==> src/rtl/are_pkg.sv <==
`default_nettype none
package are_pkg;

	localparam int MODEL_SIZE_DEF = 256;
	localparam int ALPHA_W = 9;
	localparam logic [ALPHA_W-1:0] ALPHA_RESET = 9'd256;
	localparam logic [63:0] COUNT_LIMIT = 64'h0100_0000_0000_0000;

	localparam logic [1:0] KIND_ENCODE  = 2'd0;
	localparam logic [1:0] KIND_FLUSH   = 2'd1;
	localparam logic [1:0] KIND_RESTART = 2'd2;

	typedef struct packed {
		logic [1:0] kind;
		logic [7:0] symbol;
	} in_word_t;

	typedef struct packed {
		logic [7:0] out_byte;
		logic       last;
		logic       error;
	} out_word_t;

	// divider handshake
	typedef struct packed {
		logic        start;
		logic [63:0] dividend;
		logic [63:0] divisor;
	} div_req_t;

	typedef struct packed {
		logic        done;
		logic [63:0] quotient;
	} div_rsp_t;

endpackage
`default_nettype wire

==> src/rtl/are_div.sv <==
`default_nettype none
// restoring divider, one quotient bit per cycle
module are_div (
	input  wire logic             clk,
	input  wire logic             arst_n,
	input  wire are_pkg::div_req_t req,
	output are_pkg::div_rsp_t     rsp
);
	import are_pkg::*;

	logic [63:0] quo_q;
	logic [63:0] rem_q;
	logic [63:0] den_q;
	logic [6:0]  cnt_q;
	logic        busy_q;
	logic        done_q;

	logic [64:0] trial;
	assign trial = {rem_q, quo_q[63]} - {1'b0, den_q};

	// iterate over the dividend bits
	always_ff @(posedge clk or negedge arst_n) begin
		if (!arst_n) begin
			busy_q <= 1'b0;
			done_q <= 1'b0;
			cnt_q  <= '0;
		end else begin
			done_q <= 1'b0;
			if (req.start) begin
				busy_q <= 1'b1;
				cnt_q  <= 7'd64;
			end else if (busy_q) begin
				cnt_q <= cnt_q - 7'd1;
				if (cnt_q == 7'd1) begin
					busy_q <= 1'b0;
					done_q <= 1'b1;
				end
			end
		end
	end

	always_ff @(posedge clk) begin
		if (req.start) begin
			quo_q <= req.dividend;
			rem_q <= '0;
			den_q <= req.divisor;
		end else if (busy_q) begin
			if (!trial[64]) begin
				rem_q <= trial[63:0];
				quo_q <= {quo_q[62:0], 1'b1};
			end else begin
				rem_q <= {rem_q[62:0], quo_q[63]};
				quo_q <= {quo_q[62:0], 1'b0};
			end
		end
	end

	assign rsp.done     = done_q;
	assign rsp.quotient = quo_q;

endmodule
`default_nettype wire

==> config.mk <==
export PLATFORM = sky130hd
export DESIGN_NAME = are_div
export DESIGN_NICKNAME = d
export VERILOG_FILES = /design/src/rtl/are_pkg.sv /design/src/rtl/are_div.sv
export SDC_FILE = /design/constraint.sdc
export NUM_CORES = 1
export LEC_CHECK = 0
export ABC_AREA = 1
export BUFFER_PORTS_ARGS = -buffer_cell sky130_fd_sc_hd__buf_2
export CORE_MARGIN = 2
export CORE_UTILIZATION = 60
export CTS_BUF_LIST = sky130_fd_sc_hd__clkbuf_4
export CTS_CLUSTER_SIZE = 28
export DETAILED_ROUTE_END_ITERATION = 7
export HOLD_SLACK_MARGIN = 0.03
export PLACE_DENSITY = 0.89
export SLEW_MARGIN = 0
export SYNTH_ARGS = -nofsm -noshare
export SYNTH_HDL_FRONTEND = slang
export SYNTH_SLANG_ARGS = --single-unit
==> constraint.sdc <==
create_clock -name clk -period 4.91 [get_ports clk]
set_clock_uncertainty 0.05 [all_clocks]
set_input_delay 0 -clock clk [delete_from_list [all_inputs] [get_ports clk]]
set_output_delay 0 -clock clk [all_outputs]
set_load 0.05 [all_outputs]
==> summary.txt <==
Run status
  – Status: finished with violations
  – Failing checks: DRC

Routing
  – Vias per cell: 5.538
  – Post-Route WL: 58,060 um
  – Drt drc: 53
  – DR vias: 17,045
  – Post-DRT Antenna Nets: 0
  – Routed WL per cell: 18.86 um
  – Router iterations before antenna repair: 8
  – Drt initial violations: 2,461

Place
  – GPL Wtd Cong: 1.056
  – Placed cells: 2,776
  – Port Buffers: 195
  – Dpl hpwl: 34,630 um

Floorplan
  – Core Box Area: 24,110 um^2
  – Row count: 57
  – I/O pins: 196
  – Die Span X: 160.0 um
  – Starting density of the core: 60.60%
  – Die area: 25,610 um^2
  – Die Span Y: 160.0 um

Yosys
  – Mapped Cells: 2,294
  – Sequential element share of the synthesized area: 36.63%
  – Prevailing post-synth register cell: edfxtp_1
  – Yosys warns: 0
  – Average size of a mapped cell: 6.368 um^2
  – Async SR Flop Fraction: 4.478%
  – Post-synth EDFFs: 128
  – Cell variety after synth: 36
  – Net Count, Synth: 2,492
  – Synthesized flop and latch total: 201
  – Synth Cell Area: 14,610 um^2

Global route
  – Vias in the first global route: 16,735
  – First-pass GRT wire length: 89,330 um
  – Global route overflow: 0
  – Total track usage: 44.47%
  – Largest net degree at the start of global routing: 74
  – Initial antenna violation count: 1

Cells and area
  – Finished Layout Cells: 3,078
  – Final net count: 2,907
  – Area Growth Syn to Fin: 26.84%
  – Share of layout cells above drive strength 1: 13.19%
  – Fillers: 1,663

Clock network
  – # clock sinks: 201
  – Bufs on Longest Clock Path: 3
  – Worst-path clk slew: 0.09 ns
  – Skew-Pair Late Insertion Delay: 0.74 ns
  – TritonCTS Buffers: 53
  – CTS tree: done
  – Post-CTS Resized: 0
  – Root buf cell: clkbuf_4
  – Htree depth: 2

Critical path
  – WP data required: 5.43 ns
  – Setup Crit Path Kind: flip-flop to flip-flop
  – Crit path DAT: 4.27 ns
  – CP Capture Type: flip-flop
  – CP Launch Type: flip-flop
  – Worst Path Max Fanout: 31

STA
  – Hold WS: 0.04392 ns
  – Period utilisation layout: 76.40%
  – Max Slew Vio Count: 0
  – Final setup TNS: 0 ns
  – RSZ-0062 raised after global routing: no
  – Post-layout minimum cycle time: 3.751 ns
  – Max_slew headroom: 24.53%
  – Final hold vios: 0
  – Setup violations, final: 0
  – Worst Max-Slew Pin Slew: 1.130 ns
  – Highest clock rate: 266.6 MHz

Power
  – LEAKAGE: 10.58 nW
  – Pwr dens: 249.7 nW/um^2
  – Peak supply drop: 0.0002811 V

Run
  – Max-cap violations: 0

Hold path
  – Hold/Removal Path Class: input pin to flip-flop
[synth_stat cells (9+ instances only)]
cell      instances  area share (%)
nor2_1          106             2.7
edfxtp_1        128              26
clkbuf_1         21            0.54
nor3_1           13            0.45
inv_1           496              13
o21ai_0          19            0.65
dfrtp_1           9             1.5
ha_1             66             5.7
xnor2_1          25             1.5
nand2_1        1047              27
nand3_1         131             4.5
a21oi_1          52             1.8
nand2_2          46             2.0
nand4_1           9            0.39
dfxtp_1          64             8.8
[worst paths after layout]
| kind | start | endpoint | slack (ns) | cells past startpoint |
|---|---|---|---|---|
| hold / removal | req[123] | quo_q[59]$_DFFE_PP_ | 0.04 | 4 |
| min in group asynchronous | arst_n | cnt_q[2]$_DFFE_PN0P_ | 0.23 | 3 |
| hold reg to reg | rem_q[10]$_SDFFE_PP0P_ | rem_q[10]$_SDFFE_PP0P_ | 0.43 | 2 |
| setup reg to reg | quo_q[63]$_DFFE_PP_ | rem_q[56]$_SDFFE_PP0P_ | 1.16 | 19 |
| max in group asynchronous | arst_n | cnt_q[4]$_DFFE_PN0P_ | 4.25 | 3 |
| setup / recovery | quo_q[63]$_DFFE_PP_ | rem_q[56]$_SDFFE_PP0P_ | 1.16 | 19 |
[logic make-up after synthesis]
family / count (synthesis) / share of synthesized area, %
simple gates: 1376 / 38.27
buf+inv: 544 / 14.81
flops: 201 / 36.63
compound gates: 75 / 2.647
fa+ha+maj: 67 / 5.790
xor+xnor: 31 / 1.859
[per-layer routing]
metal	share of wire, %	wire length [um]	track usage (%)
met2	45	26000	73.73
met4	7.3	4260	26.70
met3	12	6925	9.896
met5	0	0	0
met1	36	20870	53.07
[what timing repair did]
item | in CTS | in global routing
hold endpoints to repair | 165 | 0
buffers inserted | 0 | 0
setup endpoints to repair | 0 | 0
hold buffers | 202 | 0
[through the flow]
stage                     cell area (um^2)  total power, mW  utilization, %  setup WS, ns
after floorplan                      14610            2.527               -         2.007
after global placement               15780            2.736           65.47         1.579
after detailed placement             15780            2.756           65.47         1.473
after CTS                            18530            4.441           76.86         1.426
after global routing                 18530            4.736           76.87        0.9851
final                                18530            4.626           76.87         1.159
[placed cells by master, fill, tap and decap left out, types with 2 or more instances in the layout]
cell,Yosys,layout
o21ai_0,19,19
nor2_2,7,7
nand3_1,131,131
nand2_2,46,46
nand2_1,1047,1047
nor3_1,13,13
ha_1,66,66
xor2_1,6,6
inv_2,5,6
nor2_4,2,4
a21oi_1,52,52
xnor2_1,25,25
nand3b_1,7,7
nor2_1,106,104
dlygate4sd3_1,0,202
clkinv_1,0,6
edfxtp_1,128,128
nand2_4,2,2
nor4_1,2,2
inv_1,496,495
a21oi_2,2,2
dfrtp_1,9,9
dfxtp_1,64,64
buf_2,4,194
clkbuf_4,0,90
nand4_1,9,9
buf_4,2,6
[registers in the layout (all words and copies together), names as in the netlist]
signal and flops:
busy_q 1, cnt_q 7, den_q 64, done_q 1, quo_q 64, rem_q 64
[worst max-delay path, cell delays in order (launching register included)]
cell      delay [ns]
edfxtp_1        0.39
inv_1           0.08
ha_1            0.24
fa_1            0.43
inv_1           0.11
nand2_1         0.06
nand2_1         0.07
nand3_1         0.07
nand2_2         0.12
nand2_1         0.07
nand2_2         0.11
nand2_1         0.07
nand2_2         0.10
nand2_2         0.09
nand2_2         0.10
nand2_1         0.07
nand2_2         0.74
nand2_1         0.27
nand3_1         0.24
nand2_1         0.09
[cell type report]
type | instances | area (um^2) | area share [%]
Multi-Input combinational cell | 1549 | 7109 | 38.37
Sequential cell | 201 | 5350 | 28.87
Timing Repair Buffer | 403 | 3058 | 16.50
Inverter | 501 | 1881 | 10.15
Clock buffer | 90 | 675.6 | 3.646
Tap cell | 324 | 405.4 | 2.188
Clock inverter | 9 | 47.55 | 0.2566
Antenna cell | 1 | 2.502 | 0.01351
[report_power, final]
part | internal (mW) | switching (mW) | total, mW
combinational | 0.310 | 0.630 | 0.940
sequential | 1.93 | 0.0827 | 2.01
clock | 0.825 | 0.851 | 1.68
total | 3.06 | 1.56 | 4.63
(Power assumes the default switching activity.)
